**src/hdl/cdq_pkg.sv**
```systemverilog
// cdq_pkg: shared types and constants for the circular deque
// depends on nothing; used by cdq_ctrl, cdq_dp and circular_deque
package cdq_pkg;

    localparam int DEPTH  = 16;
    localparam int ADDR_W = (DEPTH > 1) ? $clog2(DEPTH) : 1;
    localparam int CNT_W  = $clog2(DEPTH + 1);
    localparam int WORD_W = 32;
    localparam int CMD_W  = 3;
    localparam int STAT_W = 2;
    localparam int OCC_W  = 5;

    typedef enum logic [CMD_W-1:0] {
        CMD_PUSH_FRONT = 3'd0,
        CMD_PUSH_BACK  = 3'd1,
        CMD_POP_FRONT  = 3'd2,
        CMD_POP_BACK   = 3'd3,
        CMD_PEEK_FRONT = 3'd4,
        CMD_PEEK_BACK  = 3'd5
    } t_cmd;

    typedef enum logic [STAT_W-1:0] {
        ST_OK    = 2'd0,
        ST_FULL  = 2'd1,
        ST_EMPTY = 2'd2
    } t_status;

    typedef enum logic [1:0] {
        S_IDLE,
        S_EXEC,
        S_RESP
    } t_state;

    typedef struct packed {
        logic latch;
        logic exec;
    } t_dp_ctrl;

    localparam logic [WORD_W-1:0] EMPTY_WORD = '1;

endpackage

```
**src/hdl/cdq_ctrl.sv**
```systemverilog
// cdq_ctrl: command sequencer for the circular deque
// depends on cdq_pkg; drives cdq_dp through a t_dp_ctrl struct
module cdq_ctrl (
    input  logic              i_clk,
    input  logic              i_rst_n,
    input  logic              start,
    output logic              busy,
    output logic              o_done,
    output cdq_pkg::t_dp_ctrl o_dp_ctrl
);

    cdq_pkg::t_state r_state;
    cdq_pkg::t_state n_state;

    always_ff @(posedge i_clk) begin
        if (!i_rst_n) begin
            r_state <= cdq_pkg::S_IDLE;
        end else begin
            r_state <= n_state;
        end
    end

    always_comb begin
        n_state = r_state;
        unique case (r_state)
            cdq_pkg::S_IDLE: begin
                if (start) n_state = cdq_pkg::S_EXEC;
            end
            cdq_pkg::S_EXEC: begin
                n_state = cdq_pkg::S_RESP;
            end
            cdq_pkg::S_RESP: begin
                n_state = start ? cdq_pkg::S_EXEC : cdq_pkg::S_IDLE;
            end
            default: begin
                n_state = cdq_pkg::S_IDLE;
            end
        endcase
    end

    always_comb begin
        busy            = 1'b0;
        o_done          = 1'b0;
        o_dp_ctrl.latch = 1'b0;
        o_dp_ctrl.exec  = 1'b0;
        unique case (r_state)
            cdq_pkg::S_IDLE: begin
                o_dp_ctrl.latch = start;
            end
            cdq_pkg::S_EXEC: begin
                busy           = 1'b1;
                o_dp_ctrl.exec = 1'b1;
            end
            cdq_pkg::S_RESP: begin
                o_done          = 1'b1;
                o_dp_ctrl.latch = start;
            end
            default: begin
                busy = 1'b0;
            end
        endcase
    end

endmodule

```
**src/hdl/cdq_dp.sv**
```systemverilog
// cdq_dp: deque datapath with the circular store, end pointers and fill count
// depends on cdq_pkg; sequenced by cdq_ctrl
module cdq_dp (
    input  logic                                i_clk,
    input  logic                                i_rst_n,
    input  cdq_pkg::t_dp_ctrl                   i_dp_ctrl,
    input  logic        [cdq_pkg::CMD_W-1:0]    i_command,
    input  logic signed [cdq_pkg::WORD_W-1:0]   i_value,
    output logic signed [cdq_pkg::WORD_W-1:0]   o_data,
    output logic        [cdq_pkg::STAT_W-1:0]   o_status,
    output logic        [cdq_pkg::OCC_W-1:0]    o_occupancy
);

    localparam logic [cdq_pkg::ADDR_W-1:0] LAST_SLOT = cdq_pkg::ADDR_W'(cdq_pkg::DEPTH - 1);
    localparam logic [cdq_pkg::CNT_W-1:0]  FULL_CNT  = cdq_pkg::CNT_W'(cdq_pkg::DEPTH);

    logic [cdq_pkg::WORD_W-1:0] mem [cdq_pkg::DEPTH];

    logic [cdq_pkg::CMD_W-1:0]  r_cmd;
    logic [cdq_pkg::WORD_W-1:0] r_value;
    logic [cdq_pkg::ADDR_W-1:0] r_head, n_head;
    logic [cdq_pkg::ADDR_W-1:0] r_tail, n_tail;
    logic [cdq_pkg::CNT_W-1:0]  r_count, n_count;
    logic [cdq_pkg::WORD_W-1:0] r_res_data, n_res_data;
    logic [cdq_pkg::STAT_W-1:0] r_res_status, n_res_status;
    logic                       r_use_mem, n_use_mem;
    logic [cdq_pkg::WORD_W-1:0] r_rd_data;

    logic                       wr_en;
    logic [cdq_pkg::ADDR_W-1:0] wr_addr;
    logic [cdq_pkg::ADDR_W-1:0] rd_addr;
    logic                       is_empty;
    logic                       is_full;
    logic [cdq_pkg::ADDR_W-1:0] head_dec, head_inc, tail_dec, tail_inc;

    assign is_empty = (r_count == '0);
    assign is_full  = (r_count >= FULL_CNT);
    assign head_dec = (r_head == '0) ? LAST_SLOT : r_head - 1'b1;
    assign head_inc = (r_head == LAST_SLOT) ? '0 : r_head + 1'b1;
    assign tail_dec = (r_tail == '0) ? LAST_SLOT : r_tail - 1'b1;
    assign tail_inc = (r_tail == LAST_SLOT) ? '0 : r_tail + 1'b1;

    always_comb begin
        n_head       = r_head;
        n_tail       = r_tail;
        n_count      = r_count;
        n_res_data   = r_value;
        n_res_status = cdq_pkg::ST_OK;
        n_use_mem    = 1'b0;
        wr_en        = 1'b0;
        wr_addr      = '0;
        rd_addr      = r_head;
        case (r_cmd)
            cdq_pkg::CMD_PUSH_FRONT, cdq_pkg::CMD_PUSH_BACK: begin
                if (is_empty) begin
                    n_head  = '0;
                    n_tail  = '0;
                    n_count = cdq_pkg::CNT_W'(1);
                    wr_en   = 1'b1;
                    wr_addr = '0;
                end else if (is_full) begin
                    n_res_status = cdq_pkg::ST_FULL;
                end else if (r_cmd == cdq_pkg::CMD_PUSH_FRONT) begin
                    n_head  = head_dec;
                    n_count = r_count + 1'b1;
                    wr_en   = 1'b1;
                    wr_addr = head_dec;
                end else begin
                    n_tail  = tail_inc;
                    n_count = r_count + 1'b1;
                    wr_en   = 1'b1;
                    wr_addr = tail_inc;
                end
            end
            cdq_pkg::CMD_POP_FRONT, cdq_pkg::CMD_POP_BACK: begin
                if (is_empty) begin
                    n_res_data   = cdq_pkg::EMPTY_WORD;
                    n_res_status = cdq_pkg::ST_EMPTY;
                end else begin
                    n_use_mem = 1'b1;
                    n_count   = r_count - 1'b1;
                    if (r_cmd == cdq_pkg::CMD_POP_FRONT) begin
                        rd_addr = r_head;
                        n_head  = head_inc;
                    end else begin
                        rd_addr = r_tail;
                        n_tail  = tail_dec;
                    end
                    if (r_count == cdq_pkg::CNT_W'(1)) begin
                        n_head = '0;
                        n_tail = '0;
                    end
                end
            end
            cdq_pkg::CMD_PEEK_FRONT, cdq_pkg::CMD_PEEK_BACK: begin
                if (is_empty) begin
                    n_res_data   = cdq_pkg::EMPTY_WORD;
                    n_res_status = cdq_pkg::ST_EMPTY;
                end else begin
                    n_use_mem = 1'b1;
                    rd_addr   = (r_cmd == cdq_pkg::CMD_PEEK_FRONT) ? r_head : r_tail;
                end
            end
            default: begin
                n_res_data = '0;
            end
        endcase
    end

    // circular store, registered read
    always_ff @(posedge i_clk) begin
        if (i_dp_ctrl.exec && wr_en) begin
            mem[wr_addr] <= r_value;
        end
        if (i_dp_ctrl.exec) begin
            r_rd_data <= mem[rd_addr];
        end
    end

    always_ff @(posedge i_clk) begin
        if (i_dp_ctrl.latch) begin
            r_cmd   <= i_command;
            r_value <= i_value;
        end
        if (i_dp_ctrl.exec) begin
            r_res_data   <= n_res_data;
            r_res_status <= n_res_status;
            r_use_mem    <= n_use_mem;
        end
    end

    always_ff @(posedge i_clk) begin
        if (!i_rst_n) begin
            r_head  <= '0;
            r_tail  <= '0;
            r_count <= '0;
        end else if (i_dp_ctrl.exec) begin
            r_head  <= n_head;
            r_tail  <= n_tail;
            r_count <= n_count;
        end
    end

    assign o_data      = r_use_mem ? r_rd_data : r_res_data;
    assign o_status    = r_res_status;
    assign o_occupancy = cdq_pkg::OCC_W'(r_count);

endmodule

```
**src/hdl/circular_deque.sv**
```systemverilog
// circular_deque: top level of the double-ended queue
// depends on cdq_pkg, cdq_ctrl and cdq_dp
//
// A command word is taken when start is high and busy is low. It is latched
// into r_cmd and r_value, executed in S_EXEC, and its result word is then on
// o_data, o_status and o_occupancy for exactly one cycle with o_done high in
// S_RESP; there is no way to hold it off, so the receiver must take it then.
// A new command may be issued in the cycle its predecessor's result is shown,
// but none is taken while busy is high. S_EXEC updates the pointers and writes
// the store or reads it through its registered read; S_RESP presents the result.
module circular_deque (
    input  logic                              i_clk,
    input  logic                              i_rst_n,
    input  logic                              start,
    output logic                              busy,
    input  logic        [cdq_pkg::CMD_W-1:0]  i_command,
    input  logic signed [cdq_pkg::WORD_W-1:0] i_value,
    output logic                              o_done,
    output logic signed [cdq_pkg::WORD_W-1:0] o_data,
    output logic        [cdq_pkg::STAT_W-1:0] o_status,
    output logic        [cdq_pkg::OCC_W-1:0]  o_occupancy
);

    cdq_pkg::t_dp_ctrl dp_ctrl;

    cdq_ctrl u_ctrl (
        .i_clk     (i_clk),
        .i_rst_n   (i_rst_n),
        .start     (start),
        .busy      (busy),
        .o_done    (o_done),
        .o_dp_ctrl (dp_ctrl)
    );

    cdq_dp u_dp (
        .i_clk       (i_clk),
        .i_rst_n     (i_rst_n),
        .i_dp_ctrl   (dp_ctrl),
        .i_command   (i_command),
        .i_value     (i_value),
        .o_data      (o_data),
        .o_status    (o_status),
        .o_occupancy (o_occupancy)
    );

endmodule
```
**config.mk**
```make
export PLATFORM = sky130hd
export DESIGN_NAME = circular_deque
export DESIGN_NICKNAME = d
export VERILOG_FILES = /design/src/hdl/cdq_pkg.sv /design/src/hdl/cdq_ctrl.sv /design/src/hdl/cdq_dp.sv /design/src/hdl/circular_deque.sv
export SDC_FILE = /design/constraint.sdc
export NUM_CORES = 1
export LEC_CHECK = 0
export ABC_AREA = 1
export BUFFER_PORTS_ARGS = -buffer_cell sky130_fd_sc_hd__buf_2
export CAP_MARGIN = 20
export CELL_PAD_IN_SITES_DETAIL_PLACEMENT = 1
export CELL_PAD_IN_SITES_GLOBAL_PLACEMENT = 1
export CORE_MARGIN = 2
export CORE_UTILIZATION = 25
export CTS_CLUSTER_DIAMETER = 150
export CTS_CLUSTER_SIZE = 8
export DETAILED_ROUTE_END_ITERATION = 7
export PLACE_DENSITY_LB_ADDON = 0.1
export SLEW_MARGIN = 20
export SYNTH_ARGS = -nofsm -noshare
export SYNTH_HDL_FRONTEND = slang
export SYNTH_SLANG_ARGS = --single-unit
export TNS_END_PERCENT = 1
```
**constraint.sdc**
```tcl
create_clock -name i_clk -period 4.8 [get_ports i_clk]
set_clock_uncertainty 0.15 [all_clocks]
set_input_delay 0.48 -clock i_clk [delete_from_list [all_inputs] [get_ports i_clk]]
set_output_delay 0.48 -clock i_clk [all_outputs]
set_load 0.005 [all_outputs]
```
== Yosys cells after proc, flatten, opt, wreduce, memory -nomap -nowiden ==
Memories as Yosys holds them, arrays and structs flattened. A register that Yosys moved wholly into a read port is not among the register bits.
Index checks and enable logic that the tools add are counted.

* Memory bits (writable): 512
* Memories kept: 1
* Register bits after elaboration: 85
* Input bits: 38

{| class="wikitable"
|+ Memories
! memory !! depth !! width !! rd ports !! clocked after memory_dff !! wr ports !! line !! source
|-
| u_dp.mem || 16 || 32 || 1 || 1 || 1 || cdq_dp.sv:17 || <nowiki>logic [cdq_pkg::WORD_W-1:0] mem [cdq_pkg::DEPTH];</nowiki>
|}

* Magnitude comparators: 1
* Add/sub/neg operators: 6
* Reductions and logical operators: 15
* Equality and inequality tests: 17
* Mux-type cells: 50

{| class="wikitable"
|+ Operators with widths
! operator !! count
|-
| 4-bit two-way mux || 24
|-
| 32-bit two-way mux || 2
|-
| 32-bit case mux with 2 select lines || 1
|-
| 4-bit case mux with 2 select lines || 3
|-
| 5-bit two-way mux || 3
|-
| 6-bit AND reduction || 2
|-
| 1-bit two-way mux || 11
|-
| 5-bit case mux with 2 select lines || 1
|-
| 4-bit by 1-bit adder with 4-bit output (second input constant) || 2
|-
| 4-bit equality test (second input constant) || 2
|-
| 4-bit zero test || 2
|-
| 2-bit OR reduction || 4
|-
| 4-bit by 1-bit subtractor with 4-bit output (second input constant) || 2
|-
| 3-bit by 2-bit equality test with 1-bit output (second input constant) || 2
|-
| 3-bit equality test (second input constant) || 2
|-
| 2-bit two-way mux || 3
|-
| 3-bit by 1-bit inequality test with 1-bit output (second input constant) || 2
|-
| 3-bit by 2-bit inequality test with 1-bit output (second input constant) || 2
|-
| 2-bit case mux with 3 select lines || 1
|-
| 5-bit by 1-bit adder with 5-bit output (second input constant) || 1
|-
| 5-bit by 1-bit equality test with 1-bit output (second input constant) || 1
|-
| 5-bit greater-or-equal comparator (second input constant) || 1
|-
| 5-bit zero test || 1
|-
| 5-bit by 1-bit subtractor with 5-bit output (second input constant) || 1
|-
| other kinds (12) || 13
|}

== Longest topological paths before layout ==
Gate-level depths: netlist of run 1.

* Depth in word-level cells: 7
* Mapped depth: 13
* Gate-level depth less buffers: 11

== By module ==
A second synthesis of run 1 with hierarchy kept.

* Cell total of the unflattened synthesis: 2,467
* Area, all modules: 27,233.6 um^2

{| class="wikitable"
|+ Modules (own cells, without submodules)
! module !! area each (um^2) !! instances !! sequential area each (um^2) !! cells an instance
|-
| cdq_dp || 27,148.5 || 1 || 18,697.9 || 2,454
|-
| cdq_ctrl || 85.1 || 1 || 40.0 || 13
|}

== Worst setup path before layout of run 1 ==
Ideal clock, no wire load.

* Kind: register to register
* Start point: register u_dp.r_count, in the netlist u_dp.o_occupancy[0]
* End point: memory u_dp.mem[10][0] (netlist bit), enable pin
* Path slack: 1,320 ps
* Data required time: 4,229 ps
* Arrival time: 2,909 ps
* Stages on the path, launching flop included: 10
* Period minus slack after synthesis: 3,480 ps
* Library setup time: 421 ps
* Path through: dfxtp_1 > inv_1 > ha_1 > nand2_1 > nor2_1 > nor3_1 > inv_1 > nor2_1 > nand3_1 > nor2_1

* Word-level cells in the longest chain between the ends: 7

{| class="wikitable"
|+ RTL lines
! element !! line !! source
|-
| start: declaration || cdq_dp.sv:23 || <nowiki>logic [cdq_pkg::CNT_W-1:0] r_count, n_count;</nowiki>
|-
| start signal: assignment || cdq_dp.sv:140 || <nowiki>r_count <= n_count;</nowiki>
|-
| 5-bit greater-or-equal comparator || cdq_dp.sv:37 || <nowiki>assign is_full = (r_count >= FULL_CNT);</nowiki>
|-
| 1-bit two-way mux || cdq_dp.sv:61 || <nowiki>end else if (is_full) begin</nowiki>
|-
| 1-bit two-way mux || cdq_dp.sv:55 || <nowiki>if (is_empty) begin</nowiki>
|-
| 1-bit two-way mux || cdq_dp.sv:53 || <nowiki>case (r_cmd)</nowiki>
|-
| 1-bit logical AND || cdq_dp.sv:112 || <nowiki>if (i_dp_ctrl.exec && wr_en) begin</nowiki>
|-
| 1-bit two-way mux || cdq_dp.sv:112 ||
|-
| 1-bit two-way mux (not written as such) || cdq_dp.sv:113 || <nowiki>mem[wr_addr] <= r_value;</nowiki>
|-
| end: declaration || cdq_dp.sv:17 ||
|}

Parallel ways exist; a longest one is shown, timed or not.

== Worst setup path in the final report of run 1 ==
* Start point: register u_dp.r_count, in the netlist u_dp.o_occupancy[0]
* End point: memory u_dp.mem[14][13] (netlist bit), enable pin

Same word-level chain as after synthesis.

==> flow_summary.toml, run 1 <==
[synthesis]
synth.top_cell.area_share = 0.6744
synth.avg_cell_area_um2 = 10.66
synth.most_common_cell = "edfxtp_1"
synth_area_leader_cell = "edfxtp_1"
synthTopCellsByCount = "edfxtp_1 (614), nand2_1 (569), inv_1 (549), nand3_1 (522), buf_2 (59)"
syn_nets = 2610
netlist_top_cells_area = "edfxtp_1 (67%), nand3_1 (9.6%), nand2_1 (7.8%)"
yosysWarnings = 0
ys_seq_area_frac = 0.6854
syn-cell-area_um2 = 27340
synth-async-reset-ratio = 0
ys_ff_latch = 629
syn-instance-count = 2564
ys_types = 32
synth_edf_count = 614
synth_ff_type = "edfxtp_1"

[floorplan]
rows = 121
io_pins = 79
die_w_um = 334.7
chipHeight_um = 334.7
die-area_um2 = 112000
core_um2 = 108700
initial_core_util = 0.2515

[power_and_ir_drop]
leakagePower_nw = 13.27
ir_drop_mv = 0.2215
powerDensity_nw_per_um2 = 399.4

[clocking]
postCtsSetupBuffers = 0
worstSkewPairLatency_ns = 0.65
cts_tree = "built"
path_clk_slew_ns = 0.06
h-tree-depth = 3
clockBufferDepth = 3
cts_resized = 0
cts.sinks = 629
cts_buffers = 88
cts-root-buf = "clkbuf_16"

[status]
status = "completed"

[flow_run]
cap_violations = 0

[sta]
rsz0062_at_grt = "false"
fin_setup_tns_ns = 0
tightest_slew_ns = 1.037
setup_viol = 0
fin_crit_ns = 3.719
hold_viol_final = 0
timing.final.ws_setup_ns = 1.081
fin_crit_sh = 0.7747
fmax_ghz = 0.2689
slew_headroom = 0.3077
slew_viol_final = 0

[final_layout]
diodes = 0
nets = 2743
fin_util = 0.2976
syn_to_final_growth_pct = 18.33
fillers = 11960
seq_area_um2 = 18740
multi_input_area_um2 = 6121
drive_above_1_share = 0.1079
postLayoutCellArea_um2 = 32350
finalNonFillerCells = 4129

[route]
drt_wl_total_mm = 89.05
ant_nets = 0
vias_per_cell = 4.434
firstDrtPassIters = 7
drt-wirelength-per-cell_um = 21.57
vias = 18310
drcViolationCount = 0
drt_iter0_markers = 1024

[placement]
place_inst = 3985
dp.final_hpwl_mm = 50.75
post-place-ws_ns = 0.9590
gp_congestion = 0.7362
postPlaceCellArea_um2 = 29610
port_buffers = 78

[worst_setup_path]
critical_path_class = "register to register"
required_ns = 4.92
crit_fanout = 23
arrival_ns = 3.84
worst_setup_path_end_kind = "register"
critPathLaunchType = "register"

[global_routing]
grt_antenna_before_repair = 1
grt_max_degree = 114
grt.overflow.total = 0
grt.total_usage = 0.1600
grt_pass1_wl_mm = 131.1
grt_pass1_vias = 19440

[min_path]
min-delay-path-class = "primary input to register"
==> path summary, 6_finish.rpt <==
kind	to	slack, ns	startpoint	cells past startpoint
worst max-delay path	u_dp.mem[14][13]	1.08	u_dp.o_occupancy[0]	10
worst min-delay path	u_dp.r_tail[0]	0.08	i_rst_n	3
worst max register to register	u_dp.mem[14][13]	1.08	u_dp.o_occupancy[0]	10
worst min register to register	u_ctrl.r_state[0]	0.40	u_ctrl.r_state[0]	1
==> cells in the final DEF (no fill, tap or decap), types with 15 or more instances in the layout <==
cell type	instances
mux2_2	32
buf_2	78
nor2_4	18
nand3_1	522
nand2_1	568
a21oi_1	19
dlygate4sd3_1	36
edfxtp_1	614
o21ai_0	27
dfxtp_1	15
buf_4	37
inv_1	547
clkbuf_16	90
nor2_1	26
==> cell type report <==
type,instances,area share
inverters,553,0.06424
flip-flops and latches,629,0.5792
well taps,1414,0.05469
repair buffers,163,0.03922
clock buffers,102,0.07101
clock inverters,6,0.002437
multi-input cells,1262,0.1892
==> power by group <==
part	switching, W	total (W)	leakage (nW)	internal [W]
logic	0.000686	0.000977	6.42	0.000292
clock network	0.00235	0.00568	1.16	0.00333
registers	0.000122	0.00627	5.68	0.00614
total	0.00316	0.0129	13.3	0.00977
==> state kept, by name (all words and copies together), names as in the netlist <==
signal and cells:
u_ctrl.r_state 2, u_dp.mem 512, u_dp.o_occupancy 5, u_dp.o_status 2, u_dp.r_cmd 3, u_dp.r_head 4
u_dp.r_rd_data 32, u_dp.r_res_data 32, u_dp.r_tail 4, u_dp.r_use_mem 1, u_dp.r_value 32
==> per-stage QoR <==
stage          total power [W]  hold slack [ns]
4_1_cts                0.01318          0.02171
5_1_grt                0.01345          0.07859
2_1_floorplan         0.006885           0.2949
3_3_place_gp          0.007360           0.3702
3_5_place_dp          0.007368           0.3891
6_report               0.01292          0.08395
==> routing by layer <==
metal / track usage / part of all wire / vias up
met5: 0 / 0 / -
met4: 0.04284 / 0.019 / 0
met3: 0.02620 / 0.037 / 103
met2: 0.2698 / 0.48 / 294
met1: 0.2126 / 0.47 / 9293
li1: - / - / 8617
==> cell families (layout without fill, tap and decap cells) <==
family,count (synthesis),after routing,share of synthesized area
compound gates,63,63,0.01227
xor+xnor,5,5,0.001602
fa+ha+maj,8,8,0.003661
buf+inv,673,824,0.09826
flops,629,629,0.6854
mux,32,32,0.01318
simple gates,1154,1154,0.1856
==> critical path, stage by stage, from the launching register on <==
cell and delay [ns]:
dfxtp_1 0.39, inv_1 0.13, ha_1 0.26, nand2_1 0.08, nor2_1 0.08, nor3_1 0.46, inv_1 0.19, nor2_1 0.21
nand3_1 0.35, nor2_4 0.53, buf_4 0.50
==> timing repair <==
item	CTS	global route
hold buffers	36	0
setup endpoints to repair	0	0
hold endpoints to repair	36	0
No activity file was read; power rests on OpenSTA's default activity.
==> run 2: changes to the inputs <==
==> constraint.sdc (replaced) <==
create_clock -name i_clk -period 3.8 [get_ports i_clk]
set_clock_uncertainty 0.15 [all_clocks]
set_input_delay 0.38 -clock i_clk [delete_from_list [all_inputs] [get_ports i_clk]]
set_output_delay 0.38 -clock i_clk [all_outputs]
set_load 0.005 [all_outputs]
==> flow_summary.toml, run 2 (synthesized netlist as in run 1, its figures left out) <==
[route]
ant_nets = 0
drt-wirelength-per-cell_um = 21.85
firstDrtPassIters = 5
vias = 18360
drt_iter0_markers = 1028
vias_per_cell = 4.419
drcViolationCount = 0
drt_wl_total_mm = 90.81

[worst_setup_path]
max_stage_delay_ns = 0.46
critPathLaunchType = "register"
crit_fanout = 16
worst_setup_path_end_kind = "register"
slowest_stage = "nor3_1"
worst-path-buf-inv = 3
critical_path_class = "register to register"
cp_top_family = "simple AND/OR/NAND/NOR gates"
crit_chain = "inv_1 -> ha_1 -> nand2_1 -> nor2_1 -> nor3_1 -> inv_1 -> nor2_1 -> nand3_1 -> nor2_4 -> buf_4"
required_ns = 3.95
arrival_ns = 3.54

[clocking]
clockBufferDepth = 3
h-tree-depth = 3
cts.sinks = 629
cts_tree = "built"
postCtsSetupBuffers = 0
path_clk_slew_ns = 0.05
cts-root-buf = "clkbuf_16"
worstSkewPairLatency_ns = 0.65
cts_buffers = 88

[sta]
rsz0062_at_grt = "false"
fmax_ghz = 0.2953
hold_slack_ns = 0.2942
fin_setup_tns_ns = 0
slew_viol_final = 0
slew_headroom = 0.4477
fin_crit_sh = 0.8912
timing.final.ws_setup_ns = 0.4136
fin_crit_ns = 3.386
setup_viol = 0
tightest_slew_ns = 0.8284
hold_viol_final = 0

[power_and_ir_drop]
ir_drop_mv = 0.2742
p_total_w = 0.01639
powerDensity_nw_per_um2 = 500.7
leakagePower_nw = 13.43

[status]
status = "completed"

[global_routing]
grt.overflow.total = 0
grt.total_usage = 0.1645
grt_pass1_vias = 19950
grt_antenna_before_repair = 1
grt_max_degree = 78
grt_pass1_wl_mm = 134.9

[placement]
gp_congestion = 0.7391
post-place-ws_ns = 0.3704
place_inst = 4007
port_buffers = 78
dp.final_hpwl_mm = 51.93

[floorplan]
core_um2 = 108700
die-area_um2 = 112000
rows = 121
chipHeight_um = 334.7
initial_core_util = 0.2515
io_pins = 79
die_w_um = 334.7

[flow_run]
cap_violations = 0

[final_layout]
largest_register_ffs = 512
top_register = "u_dp.mem"
final_common_cell = "edfxtp_1"
drive_above_1_share = 0.1150
nets = 2766
final_cell_mix = "edfxtp_1 (614), nand2_1 (568), inv_1 (547)"
fillers = 12050
syn_to_final_growth_pct = 19.76
finalNonFillerCells = 4155

[min_path]
min-delay-path-class = "primary input to register"
==> run 2: power by group <==
group          leakage, nW  switching, W  internal [W]
clock                 1.15       0.00301       0.00417
sequential            5.68      0.000146       0.00776
combinational         6.60      0.000901      0.000401
==> run 2: per-layer routing <==
layer / vias up / track usage / share of wire
met4: 0 / 0.04246 / 0.019
met2: 239 / 0.2747 / 0.47
li1: 8671 / - / -
met5: - / 0 / 0
met3: 107 / 0.02648 / 0.034
met1: 9343 / 0.2217 / 0.48
==> run 2: path summary, 6_finish.rpt <==
path                             from                 to  slack, ns  cells past startpoint
setup reg to reg  u_dp.o_occupancy[0]   u_dp.mem[14][15]       0.41                     10
hold reg to reg     u_ctrl.r_state[0]  u_ctrl.r_state[0]       0.39                      1
setup / recovery  u_dp.o_occupancy[0]   u_dp.mem[14][15]       0.41                     10
hold / removal             i_value[3]    u_dp.r_value[3]       0.29                      2
==> run 2: through the flow <==
stage	cell area, um^2	utilization
final	32740	0.3012
after global routing	32740	0.3012
after CTS	32740	0.3012
after detailed placement	30010	0.2760
after global placement	30010	0.2760
after floorplan	27340	-
==> run 2: worst reg2reg max path: cells and delay by family (launching register included) <==
family,cells,cell delay (ns)
buffers and inverters,3,0.66
flip-flops,1,0.41
adder cells (fa/ha/maj),1,0.27
AND/OR/NAND/NOR,6,1.53
==> run 2: area by class of cell <==
| type | instances | area, um^2 | area share |
|---|---|---|---|
| Timing Repair Buffer | 186 | 1669 | 0.05098 |
| Inverter | 553 | 2078 | 0.06347 |
| Sequential cell | 629 | 18740 | 0.5723 |
| Multi-Input combinational cell | 1262 | 6121 | 0.1869 |
| Clock buffer | 103 | 2280 | 0.06963 |
| Clock inverter | 7 | 83.83 | 0.002560 |
| Antenna cell | 1 | 2.502 | 0.00007643 |
| Tap cell | 1414 | 1769 | 0.05404 |
==> run 2: what timing repair did <==
action	4_1_cts	5_1_grt
gates resized for setup	0	0
hold buffers	37	0
endpoints found under the hold margin	47	0
